==> config.mk <==
export PLATFORM = sky130hd
export DESIGN_NAME = metaball_field_shader_unit
export DESIGN_NICKNAME = d
export VERILOG_FILES = /design/src/rtl/mfs_pkg.sv /design/src/rtl/metaball_field_shader_unit.sv /design/src/rtl/mfs_cell.sv /design/src/rtl/mfs_div.sv
export SDC_FILE = /design/constraint.sdc
export NUM_CORES = 2
export LEC_CHECK = 0
export BUFFER_PORTS_ARGS = -buffer_cell sky130_fd_sc_hd__buf_2
export CAP_MARGIN = 20
export CORE_ASPECT_RATIO = 0.5
export CORE_MARGIN = 2
export CORE_UTILIZATION = 35
export DETAILED_ROUTE_END_ITERATION = 10
export SLEW_MARGIN = 20
export SYNTH_ARGS = -nofsm -noshare
export SYNTH_HDL_FRONTEND = slang
export SYNTH_SLANG_ARGS = --single-unit
==> constraint.sdc <==
create_clock -name clk -period 16.8 [get_ports clk]
set_clock_uncertainty 0.2 [all_clocks]
set_input_delay 1.68 -clock clk [delete_from_list [all_inputs] [get_ports clk]]
set_output_delay 1.68 -clock clk [all_outputs]
set_load 0.1 [all_outputs]
==> src/rtl/mfs_pkg.sv <==
// ----------------------------------------------------------------------------
// mfs_pkg
// Shared types and constants of the metaball field shader.
// ----------------------------------------------------------------------------
package mfs_pkg;

	localparam int QW = 24;
	localparam logic [QW-1:0] Q_MAX = {QW{1'b1}};
	localparam int RGBW = 24;
	localparam int RADW = 12;
	localparam int GAINW = 10;
	localparam logic [RADW-1:0] RADIUS_RST = 12'd300;
	localparam logic [GAINW-1:0] GAIN_RST = 10'd150;
	localparam logic ACT_LOAD = 1'b0;
	localparam logic ACT_PIXEL = 1'b1;
	localparam logic REG_RADIUS = 1'b0;
	localparam logic REG_GAIN = 1'b1;

	typedef enum logic [3:0] {
		ST_IDLE,
		ST_SQ,
		ST_DSUM,
		ST_QGO,
		ST_QWAIT,
		ST_MUL,
		ST_ACC,
		ST_GAIN,
		ST_FIN,
		ST_OUT
	} state_t;

	typedef struct packed {
		logic ld;
		logic shift;
	} cell_ctrl_t;

endpackage

==> src/rtl/metaball_field_shader_unit.sv <==
// ----------------------------------------------------------------------------
// metaball_field_shader_unit
// Ball table in a ring of cells, shared squarer and divider, sums per pixel.
// ----------------------------------------------------------------------------
// channel | direction | handshake              | payload
// in      | input     | in_valid / in_stall    | action, ball_index, coord, colors
// out     | output    | out_valid / out_stall  | grey, red, green, blue levels
// cfg     | input     | apb psel/penable/pready| ball_radius, grey_gain
//
// a load item leaves the block idle; a pixel item stalls the input until
// its result goes to the output register, with a QNW = 32 bit quotient per
// ball from the one-bit-per-cycle divider shared by all balls
// the ring rotates once per pixel and returns every entry to its own cell
// reset clears the ball table to black balls at the origin
// a finished result waits in the output register while the next item is taken
module metaball_field_shader_unit #(
	parameter int BALL_COUNT = 8,
	parameter int COORD_BITS = 12
) (
	input  logic                  clk,
	input  logic                  arst_n,
	input  logic                  psel,
	input  logic                  penable,
	input  logic                  pwrite,
	input  logic [2:0]            paddr,
	input  logic [31:0]           pwdata,
	output logic [31:0]           prdata,
	output logic                  pready,
	input  logic                  in_valid,
	output logic                  in_stall,
	input  logic                  action,
	input  logic [2:0]            ball_index,
	input  logic [COORD_BITS-1:0] coord_x,
	input  logic [COORD_BITS-1:0] coord_y,
	input  logic [7:0]            color_red,
	input  logic [7:0]            color_green,
	input  logic [7:0]            color_blue,
	output logic                  out_valid,
	input  logic                  out_stall,
	output logic [7:0]            grey_level,
	output logic [7:0]            red_level,
	output logic [7:0]            green_level,
	output logic [7:0]            blue_level
);
	import mfs_pkg::*;

	localparam int CB = COORD_BITS;
	localparam int LB = $clog2(BALL_COUNT);
	localparam int IDXW = (BALL_COUNT > 1) ? $clog2(BALL_COUNT) : 1;
	localparam int SQW = 2 * CB;
	localparam int DW = SQW + 1;
	localparam int QNW = 2 * RADW + 8;
	localparam int SUMW = QW + LB;
	localparam int CSW = QW + 8 + LB;
	localparam int NW = SUMW + GAINW;
	localparam int TB = 8 + LB;
	localparam int KSH = TB + LB;
	localparam int PW = TB + KSH + 1;
	localparam logic [NW-9:0] TLIM = (NW-8)'(BALL_COUNT * 256);
	localparam logic [KSH:0] RECIP = (KSH+1)'(((1 << KSH) + BALL_COUNT - 1) / BALL_COUNT);

	state_t state_q, state_d;
	logic [RADW-1:0] radius_q;
	logic [GAINW-1:0] gain_q;
	logic in_acc, cfg_wr;

	logic [CB-1:0] cx [BALL_COUNT];
	logic [CB-1:0] cy [BALL_COUNT];
	logic [RGBW-1:0] crgb [BALL_COUNT];
	logic shift;

	logic [CB-1:0] px_q, py_q, dx, dy;
	logic [2*RADW-1:0] rsq;
	logic [QNW-1:0] num_q;
	logic [SQW-1:0] sqx_q, sqy_q;
	logic [DW-1:0] d_q;
	logic [RGBW-1:0] col_q;
	logic [QW-1:0] q_q;
	logic [31:0] pr_q, pg_q, pb_q;
	logic [SUMW-1:0] sv_q;
	logic [CSW-1:0] sr_q, sg_q, sb_q;
	logic [NW-1:0] gv_q;
	logic [IDXW-1:0] ball_q;
	logic [1:0] fin_q;
	logic [7:0] lvl_q [4];
	logic [NW-1:0] fin_v;
	logic [NW-9:0] fin_t;
	logic fin_sat;
	logic [PW-1:0] fin_prod;
	logic [7:0] lvl_fin;
	logic [7:0] grey_q, red_q, green_q, blue_q;
	logic out_valid_q;

	logic div_start, div_done;
	logic [QNW-1:0] div_quo;
	logic [QW-1:0] q_sat;

	assign pready = 1'b1;
	assign cfg_wr = psel && penable && pwrite;
	assign prdata = (paddr[2] == REG_GAIN) ? 32'(gain_q) : 32'(radius_q);

	always_ff @(posedge clk or negedge arst_n) begin
		if (!arst_n) begin
			radius_q <= RADIUS_RST;
			gain_q <= GAIN_RST;
		end else if (cfg_wr) begin
			if (paddr[2] == REG_RADIUS) begin
				radius_q <= pwdata[RADW-1:0];
			end else begin
				gain_q <= pwdata[GAINW-1:0];
			end
		end
	end

	assign in_acc = in_valid && !in_stall;

	// ring: cell i takes from cell i+1, cell 0 feeds the datapath
	for (genvar i = 0; i < BALL_COUNT; i++) begin : g_cell
		cell_ctrl_t ctrl;
		assign ctrl.ld = in_acc && (action == ACT_LOAD) && (i < 8) && (ball_index == 3'(i));
		assign ctrl.shift = shift;
		mfs_cell #(.CB(CB)) u_cell (
			.clk    (clk),
			.arst_n (arst_n),
			.ctrl   (ctrl),
			.ld_x   (coord_x),
			.ld_y   (coord_y),
			.ld_rgb ({color_red, color_green, color_blue}),
			.nb_x   (cx[(i + 1) % BALL_COUNT]),
			.nb_y   (cy[(i + 1) % BALL_COUNT]),
			.nb_rgb (crgb[(i + 1) % BALL_COUNT]),
			.x      (cx[i]),
			.y      (cy[i]),
			.rgb    (crgb[i])
		);
	end

	assign dx = (cx[0] >= px_q) ? cx[0] - px_q : px_q - cx[0];
	assign dy = (cy[0] >= py_q) ? cy[0] - py_q : py_q - cy[0];
	assign rsq = radius_q * radius_q;

	mfs_div #(.NW(QNW), .DW(DW)) u_div (
		.clk      (clk),
		.arst_n   (arst_n),
		.start    (div_start),
		.dividend (num_q),
		.divisor  (d_q),
		.done     (div_done),
		.quotient (div_quo)
	);

	// divide by zero gives an all-ones quotient, so it saturates too
	assign q_sat = (|div_quo[QNW-1:QW]) ? Q_MAX : div_quo[QW-1:0];

	always_comb begin
		case (fin_q)
			2'd0: fin_v = gv_q;
			2'd1: fin_v = NW'(sr_q);
			2'd2: fin_v = NW'(sg_q);
			default: fin_v = NW'(sb_q);
		endcase
	end

	// average over the ball count: drop the fraction, then a reciprocal multiply
	// that is exact while the value stays below 256*BALL_COUNT
	assign fin_t = fin_v[NW-1:8];
	assign fin_sat = fin_t >= TLIM;
	assign fin_prod = PW'(fin_t[TB-1:0]) * PW'(RECIP);
	assign lvl_fin = fin_sat ? 8'hFF : fin_prod[KSH+7:KSH];

	always_comb begin
		state_d = state_q;
		unique case (state_q)
			ST_IDLE: if (in_acc && action == ACT_PIXEL) state_d = ST_SQ;
			ST_SQ: state_d = ST_DSUM;
			ST_DSUM: state_d = ST_QGO;
			ST_QGO: state_d = ST_QWAIT;
			ST_QWAIT: if (div_done) state_d = ST_MUL;
			ST_MUL: state_d = ST_ACC;
			ST_ACC: state_d = (ball_q == IDXW'(BALL_COUNT - 1)) ? ST_GAIN : ST_SQ;
			ST_GAIN: state_d = ST_FIN;
			ST_FIN: if (fin_q == 2'd3) state_d = ST_OUT;
			ST_OUT: if (!out_valid_q || !out_stall) state_d = ST_IDLE;
			default: state_d = ST_IDLE;
		endcase
	end

	always_comb begin
		in_stall = 1'b1;
		shift = 1'b0;
		div_start = 1'b0;
		unique case (state_q)
			ST_IDLE: in_stall = 1'b0;
			ST_SQ: shift = 1'b1;
			ST_QGO: div_start = 1'b1;
			default: ;
		endcase
	end

	always_ff @(posedge clk or negedge arst_n) begin
		if (!arst_n) begin
			state_q <= ST_IDLE;
			out_valid_q <= 1'b0;
			ball_q <= '0;
			fin_q <= '0;
		end else begin
			state_q <= state_d;
			if (state_q == ST_OUT && (!out_valid_q || !out_stall)) begin
				out_valid_q <= 1'b1;
			end else if (!out_stall) begin
				out_valid_q <= 1'b0;
			end
			if (state_q == ST_IDLE) begin
				ball_q <= '0;
				fin_q <= '0;
			end else if (state_q == ST_ACC) begin
				ball_q <= ball_q + 1'b1;
			end else if (state_q == ST_FIN) begin
				fin_q <= fin_q + 1'b1;
			end
		end
	end

	always_ff @(posedge clk) begin
		if (in_acc && action == ACT_PIXEL) begin
			px_q <= coord_x;
			py_q <= coord_y;
			num_q <= {rsq, 8'h00};
			sv_q <= '0;
			sr_q <= '0;
			sg_q <= '0;
			sb_q <= '0;
		end
		unique case (state_q)
			ST_SQ: begin
				sqx_q <= dx * dx;
				sqy_q <= dy * dy;
				col_q <= crgb[0];
			end
			ST_DSUM: d_q <= DW'(sqx_q) + DW'(sqy_q);
			ST_QWAIT: if (div_done) q_q <= q_sat;
			ST_MUL: begin
				pr_q <= q_q * col_q[23:16];
				pg_q <= q_q * col_q[15:8];
				pb_q <= q_q * col_q[7:0];
			end
			ST_ACC: begin
				sv_q <= sv_q + SUMW'(q_q);
				sr_q <= sr_q + CSW'(pr_q);
				sg_q <= sg_q + CSW'(pg_q);
				sb_q <= sb_q + CSW'(pb_q);
			end
			ST_GAIN: gv_q <= sv_q * gain_q;
			ST_FIN: lvl_q[fin_q] <= lvl_fin;
			ST_OUT: if (!out_valid_q || !out_stall) begin
				grey_q <= lvl_q[0];
				red_q <= lvl_q[1];
				green_q <= lvl_q[2];
				blue_q <= lvl_q[3];
			end
			default: ;
		endcase
	end

	assign out_valid = out_valid_q;
	assign grey_level = grey_q;
	assign red_level = red_q;
	assign green_level = green_q;
	assign blue_level = blue_q;
endmodule

==> src/rtl/mfs_cell.sv <==
// ----------------------------------------------------------------------------
// mfs_cell
// One ball entry of the ring: loads its own entry or takes its neighbor's.
// ----------------------------------------------------------------------------
module mfs_cell #(
	parameter int CB = 12
) (
	input  logic                  clk,
	input  logic                  arst_n,
	input  mfs_pkg::cell_ctrl_t   ctrl,
	input  logic [CB-1:0]         ld_x,
	input  logic [CB-1:0]         ld_y,
	input  logic [mfs_pkg::RGBW-1:0] ld_rgb,
	input  logic [CB-1:0]         nb_x,
	input  logic [CB-1:0]         nb_y,
	input  logic [mfs_pkg::RGBW-1:0] nb_rgb,
	output logic [CB-1:0]         x,
	output logic [CB-1:0]         y,
	output logic [mfs_pkg::RGBW-1:0] rgb
);
	import mfs_pkg::*;

	logic [CB-1:0] x_q, y_q;
	logic [RGBW-1:0] rgb_q;

	always_ff @(posedge clk or negedge arst_n) begin
		if (!arst_n) begin
			x_q <= '0;
			y_q <= '0;
			rgb_q <= '0;
		end else if (ctrl.ld) begin
			x_q <= ld_x;
			y_q <= ld_y;
			rgb_q <= ld_rgb;
		end else if (ctrl.shift) begin
			x_q <= nb_x;
			y_q <= nb_y;
			rgb_q <= nb_rgb;
		end
	end

	assign x = x_q;
	assign y = y_q;
	assign rgb = rgb_q;
endmodule

==> src/rtl/mfs_div.sv <==
// ----------------------------------------------------------------------------
// mfs_div
// Restoring divider, one quotient bit per cycle.
// ----------------------------------------------------------------------------
module mfs_div #(
	parameter int NW = 37,
	parameter int DW = 25
) (
	input  logic          clk,
	input  logic          arst_n,
	input  logic          start,
	input  logic [NW-1:0] dividend,
	input  logic [DW-1:0] divisor,
	output logic          done,
	output logic [NW-1:0] quotient
);
	localparam int CW = $clog2(NW + 1);

	logic [DW-1:0] rem_q, dvs_q;
	logic [NW-1:0] quo_q;
	logic [CW-1:0] cnt_q;
	logic done_q;
	logic [DW:0] trial;
	logic ge;

	assign trial = {rem_q, quo_q[NW-1]};
	assign ge = trial >= {1'b0, dvs_q};

	always_ff @(posedge clk or negedge arst_n) begin
		if (!arst_n) begin
			cnt_q <= '0;
			done_q <= 1'b0;
		end else if (start) begin
			cnt_q <= CW'(NW);
			done_q <= 1'b0;
		end else if (cnt_q != '0) begin
			cnt_q <= cnt_q - 1'b1;
			done_q <= (cnt_q == CW'(1));
		end else begin
			done_q <= 1'b0;
		end
	end

	always_ff @(posedge clk) begin
		if (start) begin
			rem_q <= '0;
			quo_q <= dividend;
			dvs_q <= divisor;
		end else if (cnt_q != '0) begin
			rem_q <= ge ? DW'(trial - {1'b0, dvs_q}) : trial[DW-1:0];
			quo_q <= {quo_q[NW-2:0], ge};
		end
	end

	assign done = done_q;
	assign quotient = quo_q;
endmodule

==> flow_summary.yaml <==
outcome:
  status: "finished, final reports clean"
sta:
  setup-violations-final: 0
  tightest_slew_ns: 1.11
  fin_crit_ns: 9.48
  hold_viol: 0
  clock.fmax_mhz: 105
  tns_ns: 0
  rsz0062_at_grt: "false"
  relSlewSlack_pct: 25.8
  period_share_pct: 56.4
  finalMaxSlewViolations: 0
setup_path:
  r2r_start: "g_cell[0].u_cell.x[0]"
  slowest_stage: "fa_1"
  required_ns: 17.11
  crit_start: "g_cell[0].u_cell.x[0]"
  reg2reg_to: "sqx_q[23]"
  ff2ff_setup_slack_ns: 7.32
  cp-start-kind: "flop"
  r2r_cells: 36
  crit_fanout: 19
  cp_data_arrival_time_ns: 9.79
  cpMostUsedCell: "fa_1"
  crit_type: "reg2reg"
  slowest_delay_ns: 0.55
  cp-end-kind: "flop"
clock_network:
  htreeDepth: 3
  cts_sinks: 989
  clock_latency_ns: 0.75
  clockBufferDepth: 3
  root_buffer: "clkbuf_16"
  cts_tree: "built"
  holdBufCountCts: 0
  clkSlewWorstSetupHoldPaths_ns: 0.07
  cts_buffers: 100
  post_cts_buffers: 0
  cts.repair.resized: 0
pwr:
  ir_drop_uv: 233
  p_leak_nw: 41.3
  p_per_area_nw_per_um2: 111
layout:
  area_growth_pct: 8.78
  stdcell_count: 11459
  fin_nets: 9809
  drive_gt1_share_pct: 6.41
synth:
  synth.most_common_cell: "nand2_1"
  yosysSeqAreaShare_pct: 33.3
  ys.flop_type: "edfxtp_1"
  synthArstFlopShare_pct: 42.8
  synth_top_area_share_pct: 20.4
  synthDistinctLibCells: 93
  synthesis.area_um2: 82100
  yosys.area.top_type: "fa_1"
  ys_top_cells_by_count: "nand2_1, inv_1, fa_1"
  synth_edf_count: 541
  postSynthCellCount: 8353
  ys_warn_count: 0
  synth_area_per_cell_um2: 9.83
  ys_seq_elements: 989
  synthTopCellsByArea: "fa_1, edfxtp_1, dfrtp_1, ha_1, nand2_1"
placed_design:
  dp.cells: 11269
  post-dp-hpwl_um: 134000
  gp_congestion: 0.844
  port_buffers: 117
detailed_routing:
  drtAntennaViolNets: 0
  first_pass_iters: 6
  wl_um: 192000
  drtIter0Drc: 3669
  route.vias.total: 57235
  drc: 0
  via_per_inst: 4.99
  wire_per_inst_um: 16.7
floorplanning:
  die-area_um2: 239000
  fp.dieW_um: 689
  start_util_pct: 35.3
  fp-row-count: 125
  io_pins: 161
  coreArea_um2: 233000
  die_h_um: 346
hold_path:
  whs_endpoint: "u_div.dvs_q[20]"
  hold_class: "reg2reg"
  hp-start: "d_q[20]"
  hold_depth: 0
flow_run:
  maxCapViolCount: 0
grt:
  grt_pass1_wl_um: 315000
  gr-total-overflow: 0
  grt_pass1_vias: 57937
  antenna_found_initial: 21
  grtUsageTotal_pct: 16.2
  grt_max_degree: 117
layout by cell type (no fill, tap or decap), types with 17 or more instances in the layout:
master	instances
or2_2	54
o21bai_1	40
clkbuf_1	27
nor2_1	403
buf_2	116
clkbuf_16	105
dfxtp_1	25
buf_4	103
nor4_1	22
xnor2_1	209
mux2_2	33
a22oi_1	384
a31oi_1	28
a21o_1	123
fa_1	836
nor3_1	67
nand2_1	1491
nand4_1	27
xor2_1	104
a211oi_1	23
inv_1	1013
o21ai_1	21
nand2b_1	77
ha_1	619
mux2i_1	19
dfrtp_1	414
nand3_1	51
and3_1	17
nor2b_1	68
and2_1	452
o21ai_0	169
conb_1	21
o21a_1	67
edfxtp_1	541
a21oi_1	278
routing by layer:
| layer | part of all wire (%) | global-route usage [%] |
|---|---|---|
| met5 | 0.017 | 0 |
| met4 | 2.2 | 3.64 |
| met3 | 4.0 | 1.81 |
| met2 | 47 | 26.9 |
| met1 | 47 | 22.8 |
sequential cells by signal (all words and copies together), names as in the netlist, 25 cells and up:
name	flops
lvl_q	32
g_cell.u_cell.rgb	192
g_cell.u_cell.x	96
u_div.rem_q	25
u_div.dvs_q	25
pr_q	32
gv_q	26
g_cell.u_cell.y	96
u_div.quotient	32
sr_q	35
d_q	25
sg_q	35
pb_q	32
sb_q	35
sv_q	27
pg_q	32
area by class of cell:
cell class,count,area (µm²)
Tap cell,3111,3890
Inverter,1017,3820
Timing Repair Buffer,223,1410
Clock buffer,144,2890
Antenna cell,3,7.51
Sequential cell,989,27300
Clock inverter,43,495
Fill cell,23083,143000
Multi-Input combinational cell,5929,49400
metrics by stage:
step	total power, mW	util, %	cell area [µm²]	hold slack [ns]	setup WS (ns)
floorplan	6.64	-	82200	0.200	8.43
global placement	7.57	36.9	85900	0.202	7.35
detailed placement	7.60	36.9	85900	0.205	7.34
CTS	10.0	38.4	89300	0.210	7.31
global route	10.8	38.4	89300	0.207	6.64
finish	9.88	38.4	89300	0.207	7.32
worst max path at each step:
stage           endpoint  slack [ns]  depth (start not counted)
2_1_floorplan  sqx_q[23]        8.43                         36
3_3_place_gp   sqx_q[23]        7.35                         36
3_5_place_dp   sqx_q[23]        7.34                         36
4_1_cts        sqx_q[23]        7.31                         36
5_1_grt        sqx_q[23]        6.64                         36
6_report       sqx_q[23]        7.32                         36
critical path, delay by kind of cell (launching register included):
| kind | cells | cell delay, ns |
|---|---|---|
| fa+ha+maj | 8 | 3.35 |
| compound gates | 15 | 3.07 |
| simple gates | 5 | 0.99 |
| buf+inv | 6 | 0.72 |
| xor+xnor | 2 | 0.50 |
| flops | 1 | 0.42 |
logic make-up (layout without fill, tap and decap cells):
kind of cell             Yosys count  after routing  share of synthesized area, %
XOR/XNOR                         314            314                          3.36
AND/OR/NAND/NOR                 2808           2808                          15.5
adder cells (fa/ha/maj)         1455           1455                          29.8
other                              2             24                       0.00915
multiplexers                      52             52                         0.684
buffers and inverters           1454           1427                          6.76
flip-flops                       989            989                          33.3
AO/OA/AOI/OAI                   1279           1279                          10.6
report_power, final:
part	internal [mW]	switching (mW)	leakage (nW)	total [mW]
sequential	2.85	0.0744	11.1	2.92
clock	1.29	1.06	1.64	2.35
combinational	2.07	2.54	28.6	4.61
total	6.21	3.67	41.3	9.88
Note: power is estimated with default switching activity, not from simulation.
